<file path="config.mk">
export PLATFORM = sky130hd
export DESIGN_NAME = polynomial_term_parser
export DESIGN_NICKNAME = d
export VERILOG_FILES = /design/src/sv/ptp_pkg.sv /design/src/sv/polynomial_term_parser.sv /design/src/sv/ptp_ram.sv
export SDC_FILE = /design/constraint.sdc
export NUM_CORES = 1
export LEC_CHECK = 0
export BUFFER_PORTS_ARGS = -buffer_cell sky130_fd_sc_hd__buf_2
export CAP_MARGIN = 20
export CORE_MARGIN = 3
export CORE_UTILIZATION = 45
export CTS_CLUSTER_DIAMETER = 150
export DETAILED_ROUTE_END_ITERATION = 6
export PLACE_DENSITY = 0.67
export SYNTH_ARGS = -nofsm -noshare
export SYNTH_HDL_FRONTEND = slang
export SYNTH_SLANG_ARGS = --single-unit
</file>
<file path="constraint.sdc">
create_clock -name aclk -period 7.6 [get_ports aclk]
set_clock_uncertainty 0.2 [all_clocks]
set_input_delay 0.76 -clock aclk [delete_from_list [all_inputs] [get_ports aclk]]
set_output_delay 0.76 -clock aclk [all_outputs]
set_load 0.02 [all_outputs]
</file>
<file path="src/sv/ptp_pkg.sv">
// ----------------------------------------------------------------------------
// ptp_pkg - shared definitions for the polynomial term parser
// Widths, character codes, saturation limits, result kinds, error codes and state encodings.
// ----------------------------------------------------------------------------
`default_nettype none

package ptp_pkg;

    // Term geometry
    localparam int NUM_LETTERS = 26;
    localparam int COEF_W      = 32;
    localparam int EXP_W       = 16;
    localparam int VALUE_W     = 32;
    localparam int EXT_W       = (COEF_W > VALUE_W) ? COEF_W : VALUE_W;
    localparam int LETTER_W    = (NUM_LETTERS > 1) ? $clog2(NUM_LETTERS) : 1;
    localparam int CNT_W       = $clog2(NUM_LETTERS + 1);

    // Port field widths
    localparam int CHAR_W       = 8;
    localparam int KIND_W       = 2;
    localparam int OUT_LETTER_W = 5;
    localparam int CODE_W       = 3;
    localparam int M_TDATA_W    = 40;

    // Character codes
    localparam logic [CHAR_W-1:0] CH_PLUS  = 8'h2B;
    localparam logic [CHAR_W-1:0] CH_MINUS = 8'h2D;
    localparam logic [CHAR_W-1:0] CH_CARET = 8'h5E;
    localparam logic [CHAR_W-1:0] CH_ZERO  = 8'h30;
    localparam logic [CHAR_W-1:0] CH_NINE  = 8'h39;
    localparam logic [CHAR_W-1:0] CH_A     = 8'h61;
    localparam logic [3:0]        RADIX    = 4'd10;

    // Saturation limits
    localparam logic [COEF_W-1:0] COEF_MAX = {1'b0, {(COEF_W-1){1'b1}}};
    localparam logic [EXP_W-1:0]  EXP_MAX  = {1'b0, {(EXP_W-1){1'b1}}};

    // Result kinds
    localparam logic [KIND_W-1:0] KIND_COEF = 2'd0;
    localparam logic [KIND_W-1:0] KIND_EXP  = 2'd1;
    localparam logic [KIND_W-1:0] KIND_ERR  = 2'd2;

    // Error codes
    localparam logic [CODE_W-1:0] ERR_NONE   = 3'd0;
    localparam logic [CODE_W-1:0] ERR_SIGN   = 3'd1;
    localparam logic [CODE_W-1:0] ERR_NUMBER = 3'd2;
    localparam logic [CODE_W-1:0] ERR_LETTER = 3'd3;
    localparam logic [CODE_W-1:0] ERR_EXPDIG = 3'd4;

    typedef enum logic [2:0] {
        PS_SIGN,
        PS_COEF,
        PS_LETTERS,
        PS_CARET,
        PS_EXPDIG,
        PS_ERROR
    } parse_state_t;

    typedef enum logic [1:0] {
        CS_IN,
        CS_EMIT,
        CS_ERR
    } ctl_state_t;

endpackage

`default_nettype wire

</file>
<file path="src/sv/polynomial_term_parser.sv">
// ----------------------------------------------------------------------------
// polynomial_term_parser - splits polynomial text into terms
// Parses one character per request; each finished term is sent as one
// coefficient result and one exponent result per letter, read from a RAM.
// ----------------------------------------------------------------------------
//  Channel | Direction | tdata                                   | tuser      | tlast
//  s_      | in        | [7:0] character                         | first_char | last_char
//  m_      | out       | [4:0] letter_index [36:5] value [39:37] err | kind     | last_of_term
//
//  A character that closes no term leaves the input ready for the next one.
//  A closed term is sent as 27 results, one per cycle while m_tready is high,
//  exponents read from the RAM; a sign that is also the last character closes two.
//  The input is held off while a term or an error result is being sent.
//  Reset clears the control state and the per-letter valid bits at once;
//  no clearing pass. m_tready low stalls the RAM read pipeline in place.
// ----------------------------------------------------------------------------
`default_nettype none

module polynomial_term_parser (
    input  wire logic                           aclk,
    input  wire logic                           aresetn,
    input  wire logic                           s_tvalid,
    output logic                                s_tready,
    input  wire logic [ptp_pkg::CHAR_W-1:0]     s_tdata,   // [7:0] character
    input  wire logic                           s_tuser,   // [0] first_char
    input  wire logic                           s_tlast,   // last_char
    output logic                                m_tvalid,
    input  wire logic                           m_tready,
    output logic      [ptp_pkg::M_TDATA_W-1:0]  m_tdata,   // letter_index, value, error_code
    output logic      [ptp_pkg::KIND_W-1:0]     m_tuser,   // [1:0] kind
    output logic                                m_tlast    // last_of_term
);

    import ptp_pkg::*;

    // Control state
    ctl_state_t   ctl_reg, ctl_next;
    parse_state_t parse_reg, parse_next;

    // Term state
    logic                   sign_reg, sign_next;
    logic [COEF_W-1:0]      coef_reg, coef_next;
    logic                   started_reg, started_next;
    logic [LETTER_W-1:0]    cur_reg, cur_next;
    logic [EXP_W-1:0]       acc_reg, acc_next;
    logic [NUM_LETTERS-1:0] lvalid_reg, lvalid_next;
    logic [CODE_W-1:0]      code_reg, code_next;

    // Sign held over a term it closed, and its last flag
    logic pend_sign_reg, pend_sign_next;
    logic pend_minus_reg, pend_minus_next;
    logic pend_last_reg, pend_last_next;

    // Emission read pipeline
    logic             issuing_reg, issuing_next;
    logic [CNT_W-1:0] issue_cnt_reg, issue_cnt_next;
    logic             f_valid_reg, f_valid_next;
    logic [CNT_W-1:0] f_idx_reg, f_idx_next;
    logic             f_vbit_reg, f_vbit_next;

    // Output register
    logic                    m_tvalid_reg, m_tvalid_next;
    logic [KIND_W-1:0]       o_kind_reg, o_kind_next;
    logic [OUT_LETTER_W-1:0] o_letter_reg, o_letter_next;
    logic [VALUE_W-1:0]      o_value_reg, o_value_next;
    logic [CODE_W-1:0]       o_code_reg, o_code_next;
    logic                    o_last_reg, o_last_next;

    // RAM port
    logic                ram_we;
    logic [LETTER_W-1:0] ram_wr_addr;
    logic [EXP_W-1:0]    ram_wr_data;
    logic                ram_re;
    logic [LETTER_W-1:0] ram_rd_addr;
    logic [EXP_W-1:0]    ram_rd_data;

    // Character decode
    logic              is_sign, is_minus, is_digit, is_letter, is_caret;
    logic [CHAR_W-1:0] c_off;
    logic [LETTER_W-1:0] letter_idx;
    logic [3:0]        digit;

    logic             load_ok;
    logic [EXT_W-1:0] coef_base;
    logic [EXT_W-1:0] coef_signed;
    logic [CNT_W-1:0] rd_idx;

    ptp_ram #(
        .WIDTH (EXP_W),
        .DEPTH (NUM_LETTERS)
    ) u_exp_ram (
        .aclk    (aclk),
        .wr_en   (ram_we),
        .wr_addr (ram_wr_addr),
        .wr_data (ram_wr_data),
        .rd_en   (ram_re),
        .rd_addr (ram_rd_addr),
        .rd_data (ram_rd_data)
    );

    assign is_minus   = (s_tdata == CH_MINUS);
    assign is_sign    = (s_tdata == CH_PLUS) || is_minus;
    assign is_caret   = (s_tdata == CH_CARET);
    assign is_digit   = (s_tdata >= CH_ZERO) && (s_tdata <= CH_NINE);
    assign c_off      = s_tdata - CH_A;
    assign is_letter  = (s_tdata >= CH_A) && (c_off < CHAR_W'(NUM_LETTERS));
    assign letter_idx = LETTER_W'(c_off);
    assign digit      = s_tdata[3:0];

    assign load_ok  = !m_tvalid_reg || m_tready;
    assign s_tready = (ctl_reg == CS_IN);

    // Coefficient as sent: an unstarted term counts as all ones before the sign
    assign coef_base   = started_reg ? EXT_W'(coef_reg) : {EXT_W{1'b1}};
    assign coef_signed = sign_reg ? (~coef_base + EXT_W'(1)) : coef_base;

    assign rd_idx      = issue_cnt_reg - CNT_W'(1);
    assign ram_rd_addr = LETTER_W'(rd_idx);

    always_comb begin
        logic                  first;
        logic                  pre_emit;
        logic                  letter_hit;
        logic                  issue_ok;
        logic                  load;
        logic [CODE_W-1:0]     err;
        parse_state_t          ps;
        logic [COEF_W+3:0]     coef_x10;
        logic [EXP_W+3:0]      acc_x10;
        logic [EXP_W-1:0]      acc_sat;

        ctl_next        = ctl_reg;
        parse_next      = parse_reg;
        sign_next       = sign_reg;
        coef_next       = coef_reg;
        started_next    = started_reg;
        cur_next        = cur_reg;
        acc_next        = acc_reg;
        lvalid_next     = lvalid_reg;
        code_next       = code_reg;
        pend_sign_next  = pend_sign_reg;
        pend_minus_next = pend_minus_reg;
        pend_last_next  = pend_last_reg;
        issuing_next    = issuing_reg;
        issue_cnt_next  = issue_cnt_reg;
        f_valid_next    = f_valid_reg;
        f_idx_next      = f_idx_reg;
        f_vbit_next     = f_vbit_reg;
        m_tvalid_next   = m_tvalid_reg && !m_tready;
        o_kind_next     = o_kind_reg;
        o_letter_next   = o_letter_reg;
        o_value_next    = o_value_reg;
        o_code_next     = o_code_reg;
        o_last_next     = o_last_reg;
        ram_we          = 1'b0;
        ram_wr_addr     = cur_reg;
        ram_wr_data     = '0;
        ram_re          = 1'b0;

        first      = s_tuser;
        pre_emit   = 1'b0;
        letter_hit = 1'b0;
        issue_ok   = 1'b0;
        load       = 1'b0;
        err        = ERR_NONE;
        ps         = parse_reg;
        coef_x10   = '0;
        acc_x10    = '0;
        acc_sat    = '0;

        unique case (ctl_reg)
            CS_IN: begin
                if (s_tvalid) begin
                    if (first) begin
                        sign_next    = 1'b0;
                        coef_next    = '0;
                        started_next = 1'b0;
                        cur_next     = '0;
                        acc_next     = '0;
                        lvalid_next  = '0;
                        ps           = is_sign ? PS_SIGN : PS_COEF;
                    end

                    coef_x10 = ((COEF_W+4)'(coef_next) * (COEF_W+4)'(RADIX))
                               + (COEF_W+4)'(digit);
                    acc_x10  = ((EXP_W+4)'(acc_next) * (EXP_W+4)'(RADIX))
                               + (EXP_W+4)'(digit);
                    acc_sat  = (acc_x10 > (EXP_W+4)'(EXP_MAX)) ? EXP_MAX
                                                                : EXP_W'(acc_x10);

                    unique case (ps)
                        PS_SIGN: begin
                            if (is_sign) begin
                                sign_next = is_minus;
                                ps        = PS_COEF;
                            end else begin
                                err = ERR_SIGN;
                            end
                        end
                        PS_COEF: begin
                            if (is_digit) begin
                                coef_next = (coef_x10 > (COEF_W+4)'(COEF_MAX))
                                            ? COEF_MAX : COEF_W'(coef_x10);
                                started_next = 1'b1;
                            end else if (is_letter) begin
                                if (!started_next) begin
                                    coef_next = COEF_W'(1);
                                end
                                started_next = 1'b1;
                                letter_hit   = 1'b1;
                            end else if (is_sign && started_next) begin
                                pre_emit = 1'b1;
                            end else begin
                                err = ERR_NUMBER;
                            end
                        end
                        PS_LETTERS: begin
                            if (is_letter) begin
                                letter_hit = 1'b1;
                            end else if (is_caret) begin
                                acc_next = '0;
                                ps       = PS_CARET;
                            end else if (is_sign) begin
                                pre_emit = 1'b1;
                            end else begin
                                err = ERR_LETTER;
                            end
                        end
                        PS_CARET, PS_EXPDIG: begin
                            if (is_digit) begin
                                acc_next              = acc_sat;
                                ram_we                = 1'b1;
                                ram_wr_addr           = cur_next;
                                ram_wr_data           = acc_sat;
                                lvalid_next[cur_next] = 1'b1;
                                ps                    = PS_EXPDIG;
                            end else if (is_letter && (acc_next != '0)) begin
                                letter_hit = 1'b1;
                            end else if (is_sign) begin
                                // caret with no digit before the sign: power zero
                                if (ps == PS_CARET) begin
                                    ram_we                = 1'b1;
                                    ram_wr_addr           = cur_next;
                                    ram_wr_data           = '0;
                                    lvalid_next[cur_next] = 1'b1;
                                end
                                pre_emit = 1'b1;
                            end else begin
                                err = ERR_EXPDIG;
                            end
                        end
                        PS_ERROR: begin
                        end
                        default: begin
                        end
                    endcase

                    if (letter_hit) begin
                        cur_next                = letter_idx;
                        ram_we                  = 1'b1;
                        ram_wr_addr             = letter_idx;
                        ram_wr_data             = EXP_W'(1);
                        lvalid_next[letter_idx] = 1'b1;
                        ps                      = PS_LETTERS;
                    end

                    if (err != ERR_NONE) begin
                        sign_next    = 1'b0;
                        coef_next    = '0;
                        started_next = 1'b0;
                        cur_next     = '0;
                        acc_next     = '0;
                        lvalid_next  = '0;
                        code_next    = err;
                        parse_next   = PS_ERROR;
                        ctl_next     = CS_ERR;
                    end else if (pre_emit) begin
                        // the sign opens the next term once this one is sent
                        pend_sign_next  = 1'b1;
                        pend_minus_next = is_minus;
                        pend_last_next  = s_tlast;
                        parse_next      = ps;
                        ctl_next        = CS_EMIT;
                        issuing_next    = 1'b1;
                        issue_cnt_next  = '0;
                    end else begin
                        parse_next = ps;
                        if (s_tlast && (ps != PS_ERROR)) begin
                            pend_sign_next = 1'b0;
                            ctl_next       = CS_EMIT;
                            issuing_next   = 1'b1;
                            issue_cnt_next = '0;
                        end
                    end
                end
            end

            CS_EMIT: begin
                load     = f_valid_reg && load_ok;
                issue_ok = issuing_reg && (!f_valid_reg || load_ok);

                if (issue_ok) begin
                    ram_re         = (issue_cnt_reg != '0);
                    f_idx_next     = issue_cnt_reg;
                    f_vbit_next    = (issue_cnt_reg != '0) && lvalid_reg[ram_rd_addr];
                    issue_cnt_next = issue_cnt_reg + CNT_W'(1);
                    if (issue_cnt_reg == CNT_W'(NUM_LETTERS)) begin
                        issuing_next = 1'b0;
                    end
                end
                f_valid_next = issue_ok ? 1'b1 : (load ? 1'b0 : f_valid_reg);

                if (load) begin
                    m_tvalid_next = 1'b1;
                    o_code_next   = ERR_NONE;
                    if (f_idx_reg == '0) begin
                        o_kind_next   = KIND_COEF;
                        o_letter_next = '0;
                        o_value_next  = VALUE_W'(coef_signed);
                        o_last_next   = 1'b0;
                    end else begin
                        o_kind_next   = KIND_EXP;
                        o_letter_next = OUT_LETTER_W'(f_idx_reg - CNT_W'(1));
                        o_value_next  = f_vbit_reg ? VALUE_W'(ram_rd_data) : '0;
                        o_last_next   = (f_idx_reg == CNT_W'(NUM_LETTERS));
                    end

                    if (f_idx_reg == CNT_W'(NUM_LETTERS)) begin
                        sign_next    = 1'b0;
                        coef_next    = '0;
                        started_next = 1'b0;
                        cur_next     = '0;
                        acc_next     = '0;
                        lvalid_next  = '0;
                        if (pend_sign_reg) begin
                            sign_next      = pend_minus_reg;
                            parse_next     = PS_COEF;
                            pend_sign_next = 1'b0;
                            if (pend_last_reg) begin
                                // bare trailing sign closes a second, empty term
                                pend_last_next = 1'b0;
                                issuing_next   = 1'b1;
                                issue_cnt_next = '0;
                            end else begin
                                ctl_next = CS_IN;
                            end
                        end else begin
                            parse_next = PS_SIGN;
                            ctl_next   = CS_IN;
                        end
                    end
                end
            end

            CS_ERR: begin
                if (load_ok) begin
                    m_tvalid_next = 1'b1;
                    o_kind_next   = KIND_ERR;
                    o_letter_next = '0;
                    o_value_next  = '0;
                    o_code_next   = code_reg;
                    o_last_next   = 1'b1;
                    ctl_next      = CS_IN;
                end
            end

            default: begin
                ctl_next = CS_IN;
            end
        endcase
    end

    always_ff @(posedge aclk) begin
        if (!aresetn) begin
            ctl_reg        <= CS_IN;
            parse_reg      <= PS_SIGN;
            sign_reg       <= 1'b0;
            coef_reg       <= '0;
            started_reg    <= 1'b0;
            cur_reg        <= '0;
            acc_reg        <= '0;
            lvalid_reg     <= '0;
            pend_sign_reg  <= 1'b0;
            pend_last_reg  <= 1'b0;
            issuing_reg    <= 1'b0;
            issue_cnt_reg  <= '0;
            f_valid_reg    <= 1'b0;
            m_tvalid_reg   <= 1'b0;
        end else begin
            ctl_reg        <= ctl_next;
            parse_reg      <= parse_next;
            sign_reg       <= sign_next;
            coef_reg       <= coef_next;
            started_reg    <= started_next;
            cur_reg        <= cur_next;
            acc_reg        <= acc_next;
            lvalid_reg     <= lvalid_next;
            pend_sign_reg  <= pend_sign_next;
            pend_last_reg  <= pend_last_next;
            issuing_reg    <= issuing_next;
            issue_cnt_reg  <= issue_cnt_next;
            f_valid_reg    <= f_valid_next;
            m_tvalid_reg   <= m_tvalid_next;
        end
    end

    always_ff @(posedge aclk) begin
        code_reg       <= code_next;
        pend_minus_reg <= pend_minus_next;
        f_idx_reg      <= f_idx_next;
        f_vbit_reg     <= f_vbit_next;
        o_kind_reg     <= o_kind_next;
        o_letter_reg   <= o_letter_next;
        o_value_reg    <= o_value_next;
        o_code_reg     <= o_code_next;
        o_last_reg     <= o_last_next;
    end

    assign m_tvalid = m_tvalid_reg;
    assign m_tdata  = {o_code_reg, o_value_reg, o_letter_reg};
    assign m_tuser  = o_kind_reg;
    assign m_tlast  = o_last_reg;

    // Characters are only taken with the read pipeline drained
    a_pipe_empty_on_input: assert property (@(posedge aclk) disable iff (!aresetn)
        s_tready |-> !f_valid_reg)
        else $error("read pipeline busy while taking characters");

    // Letter writes and emission reads never share a cycle
    a_no_rw_overlap: assert property (@(posedge aclk) disable iff (!aresetn)
        ram_we |-> !ram_re)
        else $error("RAM write during emission read");

    // A coefficient result never closes a term
    a_coef_not_last: assert property (@(posedge aclk) disable iff (!aresetn)
        (m_tvalid && (m_tuser == KIND_COEF)) |-> !m_tlast)
        else $error("coefficient result marked last");

    // Error results are last and carry a zero value
    a_err_result: assert property (@(posedge aclk) disable iff (!aresetn)
        (m_tvalid && (m_tuser == KIND_ERR)) |-> (m_tlast && (o_value_reg == '0)))
        else $error("malformed error result");

endmodule

`default_nettype wire

</file>
<file path="src/sv/ptp_ram.sv">
// ----------------------------------------------------------------------------
// ptp_ram - generic single-port-write, single-port-read RAM
// One write and one read per cycle; read data registered.
// ----------------------------------------------------------------------------
`default_nettype none

module ptp_ram #(
    parameter int WIDTH  = 16,
    parameter int DEPTH  = 26,
    parameter int ADDR_W = (DEPTH > 1) ? $clog2(DEPTH) : 1
) (
    input  wire logic              aclk,
    input  wire logic              wr_en,
    input  wire logic [ADDR_W-1:0] wr_addr,
    input  wire logic [WIDTH-1:0]  wr_data,
    input  wire logic              rd_en,
    input  wire logic [ADDR_W-1:0] rd_addr,
    output logic      [WIDTH-1:0]  rd_data
);

    logic [WIDTH-1:0] ram_reg [DEPTH];
    logic [WIDTH-1:0] rd_data_reg;

    always_ff @(posedge aclk) begin
        if (wr_en) begin
            ram_reg[wr_addr] <= wr_data;
        end
        if (rd_en) begin
            rd_data_reg <= ram_reg[rd_addr];
        end
    end

    assign rd_data = rd_data_reg;

endmodule

`default_nettype wire
</file>
==> flow_summary.toml, run 1 <==
[floorplanning]
coreArea_um2 = 66000
dieArea_um2 = 70000
chipHeight_um = 265
initial_core_util_pct = 45.6
die_x_um = 265
ioPinCount = 59
row_count = 94

[setup_path]
crit_chain = "buf_2 > nor2b_1 > ha_1 > ha_1 > inv_1 > fa_1 > nor2b_1 > o21ai_0 > a21boi_0 > o21ai_0 > a21boi_0 > o21ai_0 > a21oi_1 > or2_2 > nor4_1 > mux2i_4 > buf_16 > a21oi_2"
cp_num_buf_inv = 3
crit_fanout = 26
cp_common_cell = "o21ai_0"
crit_family = "compound AO/OA/AOI/OAI gates"
rr_startpoint = "acc_reg[1]"
slowest_stage = "a21oi_2"
end_kind = "register"
cp.depth = 18
ff2ff_setup_slack_ns = 1.78
startpoint = "s_tuser"
rr_worst_depth = 17
setup.worst_path.class = "in -> reg"
crit_end = "u_exp_ram.ram_reg[5][5]"
slowest_delay_ns = 0.88
start_kind = "input port"
r2r_end = "u_exp_ram.ram_reg[5][5]"
worst-endpoint-required_ns = 7.65
worstPathArrival_ns = 5.95

[placement]
post-place-ws_ns = 0.780
io_buffers = 58
hpwl_um = 50800
gp_congestion = 0.904
place_area_um2 = 31400

[synthesis]
synth_edf_count = 485
yosys_register_bits = 581
synthFlopType = "edfxtp_1"
ys_warn_count = 0
yosysSeqAreaShare_pct = 54.8
netlist_area_um2 = 30100
synthDistinctLibCells = 95
avgSynthCellArea_um2 = 12.1
async_reset_ff_share_pct = 0
syn_inst = 2484

[grt]
antenna_found_initial = 1
first_global_vias = 20300
track_usage_pct = 22.0
grt_first_pass_wirelength_um = 120000
grt_max_degree = 99
overflow = 0

[route]
drt-vias-per-instance = 6.05
dr.pass1.iters = 5
routedWlPerCell_um = 22.6
first_iter_violations = 2174
top_layer = "met4"
wl_met2_um = 37400
post-route-drc-count = 0
wl_um = 77600
wl_met3_um = 5440
dr_total_vias = 20800
ant_nets = 0
met1_length_um = 32800

[sta]
tns_ns = 0
fmax_ghz = 0.169
setup_ws_ns = 1.70
hold_violations = 0
setup_viol = 0
finalMaxSlewViolations = 0
worst_slew_pin_slew_ns = 1.11
finalCritPeriodShare_pct = 77.7
slew_headroom_pct = 26.2
rsz0062_at_grt = "no"
min_period_ns = 5.90

[outcome]
status = "finished, final reports clean"

[cts]
path_clk_slew_ns = 0.07
cts_num_sinks = 581
cts_setup_buffers = 0
cts_buffers = 54
root_buffer = "clkbuf_16"
hold_buffers = 0
insertion_delay_ns = 0.62
cts_htree_levels = 2
ctsResizeCount = 0
tritoncts = "yes"
clock_path_buffers = 3

[worst_hold_path]
hold_class = "reg -> reg"
min_from = "coef_reg[31]"

[power]
p_per_area_nw_per_um2 = 201
ir_worst_vdd_uv = 177
leakage_nw = 10.7

[run]
drv_cap = 0

[final_layout]
fin_area_um2 = 33300
largest_reg_flops = 416
drive_gt1_share_pct = 15.5
syn2layout_area_growth_pct = 10.8
finalNetCount = 2626
metrics by stage:
stage          util (%)  cells  power [mW]  hold WS, ns
5_1_grt            50.5   3428        6.94        0.272
2_1_floorplan         -   2509        3.90        0.206
3_3_place_gp       47.6   3318        4.04        0.251
6_report           50.5   3429        6.71        0.253
3_5_place_dp       47.6   3319        4.05        0.243
4_1_cts            50.3   3418        6.75        0.252
area by class of cell:
| cell class | count | area, um2 |
|---|---|---|
| Antenna cell | 1 | 2.50 |
| Clock buffer | 61 | 1390 |
| Clock inverter | 38 | 378 |
| Fill cell | 5594 | 32700 |
| Inverter | 42 | 158 |
| Multi-Input combinational cell | 1723 | 13000 |
| Sequential cell | 581 | 16500 |
| Tap cell | 864 | 1080 |
| Timing Repair Buffer | 119 | 817 |
power breakdown:
group | switching [mW] | total, mW | internal [mW] | leakage [nW]
Sequential | 0.0253 | 3.50 | 3.47 | 4.93
Combinational | 0.348 | 0.490 | 0.143 | 4.92
Clock | 1.17 | 2.72 | 1.55 | 0.868
worst min-delay path by stage:
stage,cells after the start,to,slack [ns]
after global placement,2,coef_reg[31],0.25
after floorplan,0,f_idx_reg[2],0.21
final,2,coef_reg[31],0.25
after detailed placement,2,coef_reg[31],0.24
after global routing,2,coef_reg[31],0.27
after CTS,2,coef_reg[31],0.25
layer usage:
| layer | global-route usage, % | vias up |
|---|---|---|
| met4 | 6.26 | 0 |
| li1 | - | 9487 |
| met2 | 36.3 | 784 |
| met5 | 0 | - |
| met1 | 30.5 | 10400 |
| met3 | 3.25 | 118 |
tightest hold or removal path, cell delays in order (launching register included):
cell and delay [ns]:
dfxtp_1 0.33, inv_1 0.05, nor2_1 0.03
cells in the mapped netlist (all sizes together), types with 38 or more instances:
master,number,area (um2)
edfxtp,485,14600
nor2,243,912
nand2,231,867
o21ai,128,652
mux4,119,2680
clkbuf,116,435
a21oi,104,532
dfxtp,96,1920
ha,88,1100
xnor2,85,744
nor2b,71,444
buf,47,223
nor3,46,240
a22oi,43,323
inv,41,154
a31oi,38,244
nand3,38,190
cells by family (layout without fill, tap and decap cells):
kind of cell	after synthesis	after routing	synth area share, %
adders and majority gates	92	92	3.89
xor gates and xnor gates	115	115	3.35
DFF	581	581	54.8
buffers and inverters	205	260	2.71
and+or+nand+nor	823	823	13.3
other	1	27	0.0125
muxes	161	161	10.4
AOI/OAI and AO/OA	506	506	11.5
cell usage in the layout (no fill, tap or decap), types with 71 or more instances in the layout:
cell and instances:
a21oi_1 89, dfxtp_1 95, edfxtp_1 485, ha_1 87, mux4_2 119, nand2_1 231, nor2_1 241, nor2b_1 71
o21ai_0 120, xnor2_1 83
(Power assumes the default switching activity.)
==> run 2, diff against run 1 <==
--- a/config.mk
+++ b/config.mk
@@ -5,13 +5,14 @@
 export SDC_FILE = /design/constraint.sdc
 export NUM_CORES = 1
 export LEC_CHECK = 0
+export ABC_AREA = 1
 export BUFFER_PORTS_ARGS = -buffer_cell sky130_fd_sc_hd__buf_2
 export CAP_MARGIN = 20
 export CORE_MARGIN = 3
 export CORE_UTILIZATION = 45
 export CTS_CLUSTER_DIAMETER = 150
 export DETAILED_ROUTE_END_ITERATION = 6
-export PLACE_DENSITY = 0.67
+export PLACE_DENSITY = 0.7
 export SYNTH_ARGS = -nofsm -noshare
 export SYNTH_HDL_FRONTEND = slang
 export SYNTH_SLANG_ARGS = --single-unit
==> constraint.sdc (replaced) <==
create_clock -name aclk -period 5.01 [get_ports aclk]
set_clock_uncertainty 0.2 [all_clocks]
set_input_delay 0.501 -clock aclk [delete_from_list [all_inputs] [get_ports aclk]]
set_output_delay 0.501 -clock aclk [all_outputs]
set_load 0.02 [all_outputs]
==> run 2 against run 1 <==
  * Sequential power increased by 56%
  * Synthesized cell count increased by 47%
  * First-iteration DRC count is 44% higher
  * Utilization up 0.75 points
  * Clock-buffer cell count grew 8
==> flow_summary.toml, run 2 <==
[synthesis]
avgSynthCellArea_um2 = 8.67
synth.most_common_cell = "nand2_1"
synth_common_cells = "nand2_1 (716), nor2_1 (542), edfxtp_1 (485)"
synthDistinctLibCells = 57
yosysTopAreaCellShare_pct = 45.9
netlist_area_um2 = 31700
yosys_register_bits = 581
async_reset_ff_share_pct = 0
synth_top_cell_by_area = "edfxtp_1"
synth_edf_count = 485
syn_inst = 3658
synthFlopType = "edfxtp_1"
yosys-top-cells-area = "edfxtp_1 (46%), nand2_1 (8.5%), nor2_1 (6.4%), dfxtp_1 (6.1%), o21ai_0 (4.5%)"
yosysSeqAreaShare_pct = 52.0
ys_warn_count = 0

[floorplanning]
dieArea_um2 = 73700
chipHeight_um = 271
die_x_um = 271
ioPinCount = 59
initial_core_util_pct = 45.8
row_count = 96
coreArea_um2 = 69200

[sta]
hold_violations = 0
timing.hold.ws_ns = 0.131
finalCritPeriodShare_pct = 90.3
min_period_ns = 4.52
setup_ws_ns = 0.488
worst_slew_pin_slew_ns = 1.00
tns_ns = 0
finalMaxSlewViolations = 0
rsz0062_at_grt = "no"
fmax_ghz = 0.221
slew_headroom_pct = 33.1
setup_viol = 0

[grt]
antenna_found_initial = 0
track_usage_pct = 23.3
grt_first_pass_wirelength_um = 136000
grt_max_degree = 160
first_global_vias = 24400
overflow = 0

[power]
intPower_mw = 8.48
p_total_mw = 12.3
leakage_nw = 13.8
ir_worst_vdd_uv = 298
power_frac_seq_pct = 44.5
combPwrFrac_pct = 21.7
sw_frac_of_total_pct = 30.9
p_per_area_nw_per_um2 = 346
power_switching_mw = 3.80
clock_power_share_pct = 33.8

[run]
drv_cap = 0

[route]
routedWlPerCell_um = 18.6
post-route-drc-count = 0
drt-vias-per-instance = 5.59
first_iter_violations = 3125
wl_um = 88300
ant_nets = 0
dr_total_vias = 26500
dr.pass1.iters = 5

[final_layout]
final_cell_mix = "nand2_1 (715), nor2_1 (539), edfxtp_1 (485)"
largest_reg_flops = 416
final_common_cell = "nand2_1"
final_util_pct = 51.3
finalNetCount = 3868
n_antenna_cell = 0
fillers = 6360
syn2layout_area_growth_pct = 11.9
drive_gt1_share_pct = 10.0

[placement]
post-place-ws_ns = 0.0666
gp_congestion = 0.940
io_buffers = 58
hpwl_um = 59600

[setup_path]
worst-endpoint-required_ns = 5.27
start_kind = "register"
slowest_stage = "dfxtp_1"
slowest_delay_ns = 0.42
end_kind = "register"
crit_fanout = 16
worstPathArrival_ns = 4.78
cp_common_cell = "nand2_1"
setup.worst_path.class = "reg -> reg"

[outcome]
status = "finished, final reports clean"

[cts]
cts_htree_levels = 2
cts_num_sinks = 581
root_buffer = "clkbuf_16"
clock_path_buffers = 3
path_clk_slew_ns = 0.07
tritoncts = "yes"
ctsResizeCount = 0
cts_setup_buffers = 0
cts_buffers = 55
insertion_delay_ns = 0.62
hold_buffers = 1

[worst_hold_path]
hold_class = "in -> reg"
## run 2: cell count changes after synthesis, sizes merged, moves of 40 or more
cell,change
nand2,+508
o21ai,+167
a22oi,-43
o211ai,+40
a21oi,+123
nand4,+41
inv,+347
xnor2,-64
mux4,-119
nor2,+322
nor2b,-71
o221ai,+85
nand3,+108
## run 2: final timing paths
kind / start / endpoint / slack [ns] / depth (start not counted)
setup reg to reg: coef_reg[0] / coef_reg[12] / 0.49 / 27
setup / recovery: coef_reg[0] / coef_reg[12] / 0.49 / 27
hold reg to reg: acc_reg[8] / acc_reg[8] / 0.26 / 2
hold / removal: m_tready / m_tvalid / 0.13 / 4
## run 2: cell families (layout without fill, tap and decap cells)
group | after synthesis | in the layout | share of synthesized area, %
and+or+nand+nor | 1597 | 1597 | 21.4
AOI/OAI and AO/OA | 769 | 769 | 14.4
DFF | 581 | 581 | 52.0
buffers and inverters | 553 | 680 | 6.70
adders and majority gates | 91 | 91 | 3.66
xor gates and xnor gates | 66 | 66 | 1.82
other | 1 | 26 | 0.0118
## run 2: area by class of cell
type	instances	area (um2)	area share [%]
sequential	581	16500	46.5
inverter	392	1480	4.18
clock buffer	69	1430	4.03
timing repair buffer	184	1310	3.70
tap	931	1160	3.28
multi-input combinational	2549	13200	37.3
clock inverter	35	357	1.01
## run 2: through the flow
stage          area (um2)  instances
6_report            35500       4741
5_1_grt             35500       4741
4_1_cts             35500       4741
3_5_place_dp        33700       4636
3_3_place_gp        33700       4636
2_1_floorplan       31800       3683
## run 2: metal layers
metal / vias up / track usage [%] / routed length [um]
li1: 12800 / - / -
met1: 12500 / 32.6 / 38200
met2: 1121 / 37.7 / 40400
met3: 155 / 3.67 / 7440
met4: 0 / 6.79 / 2310
met5: - / 0 / 0
## run 2: power by group through the flow
stage | clock [mW] | sequential, mW | combinational, mW
after floorplan | 0 | 5.70 | 1.63
after global placement | 0 | 5.57 | 2.60
after detailed placement | 0 | 5.57 | 2.62
after CTS | 4.21 | 5.47 | 2.63
after global routing | 4.40 | 5.48 | 2.90
final | 4.15 | 5.47 | 2.67
## run 2: worst max-delay path: cells and delay by family (launching register included)
| family | cells | cell delay (ns) |
|---|---|---|
| DFF | 1 | 0.42 |
| and+or+nand+nor | 19 | 2.40 |
| AOI/OAI and AO/OA | 1 | 0.06 |
| buffers and inverters | 5 | 0.60 |
| adders and majority gates | 2 | 0.67 |
